===== src/rtl/lkvc_pkg.sv =====
// Shared constants for the LRU key-value cache.
`default_nettype none

package lkvc_pkg;

  // Default number of cache entries.
  localparam int DEPTH_DFLT = 16;

  // Fixed field widths.
  localparam int KEY_W = 32;
  localparam int VAL_W = 32;
  localparam int CAP_W = 5;

  // Capacity register after reset.
  localparam logic [CAP_W-1:0] CAP_RST = CAP_W'(16);

  // Operation codes on the kind field.
  localparam logic KIND_GET = 1'b0;
  localparam logic KIND_PUT = 1'b1;

  // Value returned by a get that misses.
  localparam logic signed [VAL_W-1:0] MISS_VALUE = '1;

endpackage

`default_nettype wire


===== src/rtl/lru_key_value_cache.sv =====
// Fully associative key-value cache with least-recently-used replacement.
//
// Input channel (in_valid / in_stall): one transaction per access. in_kind selects
// get or put, in_key is the key and in_value the value a put stores.
// Result channel (out_valid / out_stall): one transaction per get, carrying
// out_hit and out_read_value (the stored value, or all ones on a miss). Puts
// return nothing.
// cfg_wr_en / cfg_wr_data set the capacity in use (0 acts as 1, values above
// DEPTH act as DEPTH). Write it only while no access is in flight.
// A get accepted on the input is held in the access register; its result is then
// registered in the result register, which drives out_valid. Throughput: one
// access per cycle unless a get is held by a stalled result channel. The tag compare
// across all entries and the rank update run in one pass between the two registers.
// Reset (rst_n low, synchronous) empties the cache and sets capacity to 16.
// While the receiver stalls with a result pending, a held get stays in the
// access register and stalls the input; puts keep flowing past.
`default_nettype none

module lru_key_value_cache #(
  parameter int DEPTH = lkvc_pkg::DEPTH_DFLT
) (
  input  wire logic                               clk,
  input  wire logic                               rst_n,
  // configuration
  input  wire logic                               cfg_wr_en,
  input  wire logic [lkvc_pkg::CAP_W-1:0]         cfg_wr_data,
  // access channel
  input  wire logic                               in_valid,
  output logic                                    in_stall,
  input  wire logic                               in_kind,
  input  wire logic signed [lkvc_pkg::KEY_W-1:0]  in_key,
  input  wire logic signed [lkvc_pkg::VAL_W-1:0]  in_value,
  // result channel
  output logic                                    out_valid,
  input  wire logic                               out_stall,
  output logic                                    out_hit,
  output logic signed [lkvc_pkg::VAL_W-1:0]       out_read_value
);
  import lkvc_pkg::*;

  localparam int RkW  = (DEPTH > 1) ? $clog2(DEPTH) : 1;
  localparam int CntW = $clog2(DEPTH + 1);
  localparam int CmpW = (CntW > CAP_W) ? CntW : CAP_W;

  // configuration and occupancy
  logic [CAP_W-1:0] cap_r;
  logic [CntW-1:0]  occ_r, occ_nxt;

  // per-entry lanes
  logic                    valid_r [DEPTH];
  logic                    valid_nxt [DEPTH];
  logic [KEY_W-1:0]        key_r [DEPTH];
  logic [VAL_W-1:0]        val_r [DEPTH];
  logic [RkW-1:0]          rank_r [DEPTH];
  logic [RkW-1:0]          rank_nxt [DEPTH];

  // access register
  logic                    st_vld_r;
  logic                    st_kind_r;
  logic [KEY_W-1:0]        st_key_r;
  logic [VAL_W-1:0]        st_val_r;

  // result register
  logic                    out_vld_r;
  logic                    out_hit_r;
  logic [VAL_W-1:0]        out_val_r;

  // lookup
  logic [DEPTH-1:0]        hit_vec, vic_vec, fill_vec, tgt_vec;
  logic                    any_hit, is_put, full, fire, accept;
  logic                    do_promote, wr_key, wr_val;
  logic [VAL_W-1:0]        hit_val;
  logic [CntW-1:0]         hit_rank, tgt_rank;
  logic [CmpW-1:0]         occ_ext, cap_min;

  assign is_put = (st_kind_r == KIND_PUT);
  // A put never touches the result register, so it goes even while stalled.
  assign fire   = st_vld_r && (is_put || !out_vld_r || !out_stall);
  assign in_stall = st_vld_r && !fire;
  assign accept = in_valid && !in_stall;

  always_comb begin
    hit_val  = '0;
    hit_rank = '0;
    for (int j = 0; j < DEPTH; j++) begin
      hit_vec[j]  = valid_r[j] && (key_r[j] == st_key_r);
      vic_vec[j]  = valid_r[j] && (CntW'(rank_r[j]) == occ_r - CntW'(1));
      // entries fill in slot order and are never freed, so the free slot is occ_r
      fill_vec[j] = !valid_r[j] && (occ_r == CntW'(j));
      hit_val     = hit_val  | (hit_vec[j] ? val_r[j] : '0);
      hit_rank    = hit_rank | (hit_vec[j] ? CntW'(rank_r[j]) : '0);
    end
    any_hit = |hit_vec;

    occ_ext = CmpW'(occ_r);
    cap_min = (cap_r == '0) ? CmpW'(1) : CmpW'(cap_r);
    full    = (occ_ext >= CmpW'(DEPTH)) || (occ_ext >= cap_min);

    // Every case is a promote of one target: entries ranked below it age by one.
    // A fill uses occ_r as its rank so that all valid entries age.
    if (any_hit) begin
      tgt_vec  = hit_vec;
      tgt_rank = hit_rank;
    end else if (full) begin
      tgt_vec  = vic_vec;
      tgt_rank = occ_r - CntW'(1);
    end else begin
      tgt_vec  = fill_vec;
      tgt_rank = occ_r;
    end

    do_promote = fire && (any_hit || is_put);
    wr_key     = fire && is_put && !any_hit;
    wr_val     = fire && is_put;

    occ_nxt = (wr_key && !full) ? occ_r + CntW'(1) : occ_r;
    for (int j = 0; j < DEPTH; j++) begin
      valid_nxt[j] = valid_r[j];
      rank_nxt[j]  = rank_r[j];
      if (do_promote) begin
        if (tgt_vec[j]) begin
          rank_nxt[j] = '0;
          if (wr_key) begin
            valid_nxt[j] = 1'b1;
          end
        end else if (valid_r[j] && (CntW'(rank_r[j]) < tgt_rank)) begin
          rank_nxt[j] = rank_r[j] + RkW'(1);
        end
      end
    end
  end

  // control state
  always_ff @(posedge clk) begin
    if (!rst_n) begin
      cap_r     <= CAP_RST;
      occ_r     <= '0;
      st_vld_r  <= 1'b0;
      out_vld_r <= 1'b0;
      for (int j = 0; j < DEPTH; j++) begin
        valid_r[j] <= 1'b0;
      end
    end else begin
      if (cfg_wr_en) begin
        cap_r <= cfg_wr_data;
      end
      occ_r <= occ_nxt;
      for (int j = 0; j < DEPTH; j++) begin
        valid_r[j] <= valid_nxt[j];
      end
      if (accept) begin
        st_vld_r <= 1'b1;
      end else if (fire) begin
        st_vld_r <= 1'b0;
      end
      if (fire && !is_put) begin
        out_vld_r <= 1'b1;
      end else if (!out_stall) begin
        out_vld_r <= 1'b0;
      end
    end
  end

  // payload
  always_ff @(posedge clk) begin
    if (accept) begin
      st_kind_r <= in_kind;
      st_key_r  <= in_key;
      st_val_r  <= in_value;
    end
    if (fire && !is_put) begin
      out_hit_r <= any_hit;
      out_val_r <= any_hit ? hit_val : MISS_VALUE;
    end
    for (int j = 0; j < DEPTH; j++) begin
      rank_r[j] <= rank_nxt[j];
      if (tgt_vec[j] && wr_key) begin
        key_r[j] <= st_key_r;
      end
      if (tgt_vec[j] && wr_val) begin
        val_r[j] <= st_val_r;
      end
    end
  end

  assign out_valid      = out_vld_r;
  assign out_hit        = out_hit_r;
  assign out_read_value = out_val_r;

  // keys are unique, so at most one entry matches
  a_hit_unique: assert property (@(posedge clk) disable iff (!rst_n)
    st_vld_r |-> $onehot0(hit_vec))
    else $error("more than one entry matches the key");

  a_victim_one: assert property (@(posedge clk) disable iff (!rst_n)
    (fire && is_put && !any_hit && full) |-> $onehot(vic_vec))
    else $error("no unique least recent entry on eviction");

  a_occ_range: assert property (@(posedge clk) disable iff (!rst_n)
    occ_r <= CntW'(DEPTH))
    else $error("occupancy beyond depth");

  a_miss_value: assert property (@(posedge clk) disable iff (!rst_n)
    (fire && !is_put && !any_hit) |=> (out_valid && !out_hit && out_read_value == MISS_VALUE))
    else $error("miss result not returned as all ones");

endmodule

`default_nettype wire

===== config.mk =====
export PLATFORM = sky130hd
export DESIGN_NAME = lru_key_value_cache
export DESIGN_NICKNAME = d
export VERILOG_FILES = /design/src/rtl/lkvc_pkg.sv /design/src/rtl/lru_key_value_cache.sv
export SDC_FILE = /design/constraint.sdc
export NUM_CORES = 2
export LEC_CHECK = 0
export ABC_AREA = 0
export BUFFER_PORTS_ARGS = -buffer_cell sky130_fd_sc_hd__clkbuf_2
export CORE_ASPECT_RATIO = 2
export CORE_MARGIN = 4
export CORE_UTILIZATION = 52
export DETAILED_ROUTE_END_ITERATION = 10
export GPL_TIMING_DRIVEN = 0
export PLACE_DENSITY = 0.76
export SETUP_SLACK_MARGIN = 0.2
export SYNTH_ARGS = -nofsm -noshare
export SYNTH_HDL_FRONTEND = slang
export SYNTH_SLANG_ARGS = --single-unit
export TNS_END_PERCENT = 100

===== constraint.sdc =====
create_clock -name clk -period 12.2 [get_ports clk]
set_input_delay 1.83 -clock clk [delete_from_list [all_inputs] [get_ports clk]]
set_output_delay 1.83 -clock clk [all_outputs]
set_load 0.02 [all_outputs]

# Word-level counts from Yosys, hierarchy flattened
# Memory sizes are Yosys's and may differ from the RTL's.
# Index checks and enable logic that the tools add are counted.
[totals] reg_bits=110 latch_bits=0 mem_bits_rw=1104 romBits=0 in_bits=75 out_inout_bits=35 wordCells=497 n_memories=4
[memory_table] name="key_r" depth=16 word_bits=32 rd=16 rd_clocked_by_memory_dff=0 write_ports=16 line_no="lru_key_value_cache.sv:52" rtl="logic [KEY_W-1:0] key_r [DEPTH];"
[memory_table] name="val_r" depth=16 word_bits=32 rd=16 rd_clocked_by_memory_dff=0 write_ports=16 line_no="lru_key_value_cache.sv:53" rtl="logic [VAL_W-1:0] val_r [DEPTH];"
[memory_table] name="rank_r" depth=16 word_bits=4 rd=16 rd_clocked_by_memory_dff=0 write_ports=16 line_no="lru_key_value_cache.sv:54" rtl="logic [RkW-1:0] rank_r [DEPTH];"
[memory_table] name="valid_r" depth=16 word_bits=1 rd=16 rd_clocked_by_memory_dff=0 write_ports=16 line_no="lru_key_value_cache.sv:50" rtl="logic valid_r [DEPTH];"
[op_classes] n_addsub=18 multipliers=0 div_mod_pow=0 n_lt_le_gt_ge=18 eq_ne=48 shifts=0 mux=219 bitwise=46 reduce_logical=135
[ops] operator="32-bit == test" n=16
[ops] operator="32-bit 2-to-1 mux" n=16
[ops] operator="32-bit bitwise OR" n=15
[ops] operator="4-bit 2-to-1 mux" n=64
[ops] operator="1-bit 2-to-1 mux" n=134
[ops] operator="1-bit logical AND" n=104
[ops] operator="4-bit by 5-bit == test with 1-bit output" n=16
[ops] operator="4-bit by 5-bit < comparator with 1-bit output" n=16
[ops] operator="4-bit by 1-bit adder with 4-bit output (second input constant)" n=16
[ops] operator="4-bit bitwise OR" n=15
[ops] operator="5-bit by 4-bit == test with 1-bit output (second input constant)" n=8
[ops] operator="16-bit 2-to-1 mux" n=2
[ops] operator="1-bit zero test" n=23
[ops] operator="5-bit by 3-bit == test with 1-bit output (second input constant)" n=4
[ops] operator="1-bit bitwise OR" n=16
[ops] operator="16-bit OR reduction" n=1
[ops] operator="5-bit 2-to-1 mux" n=3
[ops] operator="5-bit by 2-bit == test with 1-bit output (second input constant)" n=2
[ops] operator="5-bit zero test" n=2
[ops] operator="5-bit by 1-bit adder with 5-bit output (second input constant)" n=1
[ops] operator="5-bit by 1-bit == test with 1-bit output (second input constant)" n=1
[ops] operator="5-bit greater-or-equal comparator" n=1
[ops] operator="5-bit greater-or-equal comparator (second input constant)" n=1
[ops] operator="5-bit by 1-bit subtractor with 5-bit output (second input constant)" n=1
[ops] operator="3 further kinds" n=6

# Depth between registers and ports, before layout
# An unclocked memory read counts as a cell.
[depth] word_depth=25 mapped_depth=18 mapped_depth_nobuf=16

# Worst setup path before layout
# Ideal clock, no wire load.
[synth_timing] kind="input -> register" start="in out_stall" end="reg st_kind_r (netlist: is_put), enable pin" setup_ns=0.495 arrival_time_ns=4.933 required_ns=11.705 path_slack_ns=6.772 cell_stages=3 n_path_buf=0 path_cell_list="nand2_1 -> nor2_1 -> nor2b_1"
[synth_via] elab_chain_len=7
[synth_rtl] item="from (decl)" line_no="lru_key_value_cache.sv:35" rtl="input wire logic out_stall,"
[synth_rtl] item="1-bit zero test"
[synth_rtl] item="1-bit logical OR" line_no="lru_key_value_cache.sv:78" rtl="assign fire = st_vld_r && (is_put || !out_vld_r || !out_stall);"
[synth_rtl] item="1-bit logical AND" line_no="lru_key_value_cache.sv:78"
[synth_rtl] item="1-bit zero test" line_no="lru_key_value_cache.sv:79" rtl="assign in_stall = st_vld_r && !fire;"
[synth_rtl] item="1-bit logical AND" line_no="lru_key_value_cache.sv:79"
[synth_rtl] item="via in_stall" line_no="lru_key_value_cache.sv:29" rtl="output logic in_stall,"
[synth_rtl] item="1-bit zero test" line_no="lru_key_value_cache.sv:80" rtl="assign accept = in_valid && !in_stall;"
[synth_rtl] item="1-bit logical AND" line_no="lru_key_value_cache.sv:80"
[synth_rtl] item="via accept" line_no="lru_key_value_cache.sv:70" rtl="logic any_hit, is_put, full, fire, accept;"
[synth_rtl] item="to (signal assigned)" line_no="lru_key_value_cache.sv:167" rtl="st_kind_r <= in_kind;"
[synth_rtl] item="to (decl)" line_no="lru_key_value_cache.sv:59" rtl="logic st_kind_r;"
# The timed path passes the listed nets, and every way through them passes these cells.
# A chain may end at the register's enable or synchronous reset.

==> flow_metrics.py <==
metrics = {
    "run_status": {
        "status": "finished with violations",
        "failed_checks": "capacitance limit, slew limit",
    },
    "placement": {
        "portBuffers": 107,
        "dp_hpwl_um": 112000,
        "dpl_cell_area_um2": 53200,
        "placed_cells": 4476,
        "dp_slack_ns": 3.99,
        "gp_congestion": 1.01,
    },
    "logic_synthesis": {
        "async_flop_share": 0,
        "synth-seq-cells": 1214,
        "synth_edf_count": 1187,
        "syn_avg_cell_area_um2": 16.1,
        "yosys_warnings": 0,
        "netlist_instances": 3121,
        "synth_fp_nets": 3255,
        "synthFlopType": "edfxtp_1",
        "ys_types": 68,
        "seq_area_frac_synth": 0.721,
        "netlist_area_um2": 50200,
    },
    "power_and_ir_drop": {
        "power_mw": 8.38,
        "power.density_nw_per_um2": 148,
        "ir_drop_mv": 0.124,
        "leakage_nw": 17.6,
    },
    "routing": {
        "viasPerCell": 6.55,
        "ant_nets": 0,
        "post-route-drc-count": 0,
        "drtPass1Iterations": 6,
        "drtIter0Drc": 3380,
        "vias": 30500,
        "wl_um": 163000,
        "wire_per_inst_um": 35.0,
    },
    "timing": {
        "finalHoldViolations": 0,
        "tns_ns": 0,
        "worst_pin_slew_ns": 1.61,
        "min_period_over_period": 0.688,
        "finalClockSkew_ns": 0.0477,
        "timing.hold.ws_ns": 0.522,
        "rsz0062_at_grt": "false",
        "relSlewSlack": -0.0829,
        "period_minus_slack_ns": 8.40,
        "max_freq_ghz": 0.119,
        "slew_viol_final": 4,
        "setup_viol": 0,
        "worst_slack_ns": 3.80,
    },
    "cells_and_area": {
        "drive_gt1_frac": 0.127,
        "final_cell_mix": "edfxtp_1 (1187), xnor2_1 (469), nand4_1 (169)",
        "final_common_cell": "edfxtp_1",
        "fillerInstances": 7049,
        "nets": 3500,
        "final_cell_area_um2": 56600,
        "synthToLayoutAreaGrowth_pct": 12.8,
        "stdcell_count": 4666,
        "final_util": 0.593,
    },
    "critical_path": {
        "worst_setup_path_end_kind": "flip-flop",
        "cp.depth": 17,
        "critPathMaxFanout": 17,
        "path_buf_inv": 5,
        "cp.arrival_ns": 8.80,
        "critPathSlowestCell": "edfxtp_1",
        "cp_common_cell": "clkbuf_1",
        "cp_top_family": "buffers and inverters",
        "reg2reg_depth": 17,
        "startpoint_type": "flip-flop",
        "required_ns": 12.60,
        "crit_type": "reg2reg",
        "max_stage_delay_ns": 1.29,
        "crit_chain": "buf_4 -> xor2_1 -> a221o_1 -> nor4_1 -> and4_1 -> clkbuf_1 -> buf_1 -> clkbuf_1 -> a221oi_1 -> nand4_1 -> o21ai_2 -> buf_16 -> ha_1 -> or2_2 -> a2111oi_2 -> o31ai_1 -> a21oi_1",
    },
    "cts": {
        "hold_buffers": 0,
        "root_buffer": "clkbuf_16",
        "cts_sinks": 1214,
        "cts_tree": "built",
        "clock_path_buffers": 3,
        "clk_pin_slew_worst_paths_ns": 0.07,
        "htreeDepth": 3,
        "cts_buffers": 103,
        "cts_resized": 0,
        "clock_latency_ns": 0.75,
        "postCtsSetupBuffers": 0,
    },
    "min_path": {
        "whs_path_depth": 2,
        "hold_class": "reg2reg",
    },
    "global_routing": {
        "grt_pass1_vias": 30600,
        "grt_max_degree": 34,
        "grt_usage": 0.320,
        "antenna_found_initial": 1,
        "grt_overflow": 0,
        "grt_pass1_wl_um": 225000,
    },
    "floorplan": {
        "die_x_um": 228,
        "die_h_um": 447,
        "rows": 160,
        "dieArea_um2": 102000,
        "start_util": 0.525,
        "io_pins": 110,
        "core_um2": 95500,
    },
    "job": {
        "drv_cap": 1,
    },
}
[layout make-up]
type                    instances  area [um2]  share of cell area
flip-flops and latches       1214       36200               0.640
multi-input cells            1694       13100               0.232
clock buffers                 115        2640              0.0467
well taps                    1215        1520              0.0269
repair buffers                140        1200              0.0213
plain buffers                 159         973              0.0172
clock inverters                74         748              0.0132
inverters                      54         203             0.00358
diodes                          1        2.50           0.0000442
[worst register-to-register path, stage by stage, from the launching register on]
cell,delay (ns)
edfxtp_1,1.29
buf_4,0.44
xor2_1,0.12
a221o_1,0.27
nor4_1,0.70
and4_1,0.32
clkbuf_1,0.79
buf_1,0.96
clkbuf_1,0.95
a221oi_1,0.22
nand4_1,0.26
o21ai_2,0.19
buf_16,0.22
ha_1,0.20
or2_2,0.32
a2111oi_2,0.33
o31ai_1,0.12
a21oi_1,0.38
[cells by family (layout without fill, tap and decap cells)]
logic type | count (synthesis) | in the layout | synth area share
AO/OA/AOI/OAI | 464 | 464 | 0.0720
XOR/XNOR | 587 | 587 | 0.103
adder cells (fa/ha/maj) | 59 | 59 | 0.0147
buffers and inverters | 213 | 542 | 0.0234
flip-flops | 1214 | 1214 | 0.721
multiplexers | 6 | 6 | 0.00120
other | 0 | 1 | 0
AND/OR/NAND/NOR | 578 | 578 | 0.0649
[state kept, by name, summed over array words and instances, names as in the netlist, 5 cells and up]
name	cells
cap_r	5
key_r	512
occ_ext	5
out_read_value	32
rank_r	64
st_key_r	32
st_val_r	32
val_r	512
valid_r	16
[metal layers]
layer / up-vias / global-route usage / routed length (um)
li1: 12600 / - / -
met1: 15100 / 0.315 / 47700
met2: 2062 / 0.554 / 83000
met3: 797 / 0.0593 / 12900
met4: 0 / 0.299 / 19700
met5: - / 0 / 0
[final timing paths]
check | from | endpoint | slack [ns]
max | st_key_r[29] | rank_r[1][30] | 3.80
min | cap_r[2] | cap_r[2] | 0.52
max reg2reg | st_key_r[29] | rank_r[1][30] | 3.80
min reg2reg | cap_r[2] | cap_r[2] | 0.52
[synth_stat cells, types with 25 or more instances]
cell type	instances	area [um2]
edfxtp_1	1187	35600
xnor2_1	469	4110
nand4_1	169	1060
nor2_1	123	462
xor2_1	117	1020
a22o_1	106	928
a221oi_1	103	902
a22oi_1	68	510
clkbuf_1	64	240
ha_1	59	738
inv_1	54	203
nor4_1	47	294
a21oi_1	43	215
and3_1	43	269
nor3_1	41	205
nand3_1	38	190
buf_4	36	270
buf_6	29	327
o21ai_0	28	140
dfxtp_1	27	541
nor2b_1	27	169
nand2_1	25	93.8
[report_power, final]
group	internal (mW)	leakage, nW	switching, mW	total [mW]
sequential	4.60	11.0	0.0917	4.69
clock	1.81	1.64	1.53	3.35
combinational	0.125	4.99	0.214	0.339
Power figures use the tool's default switching activity.
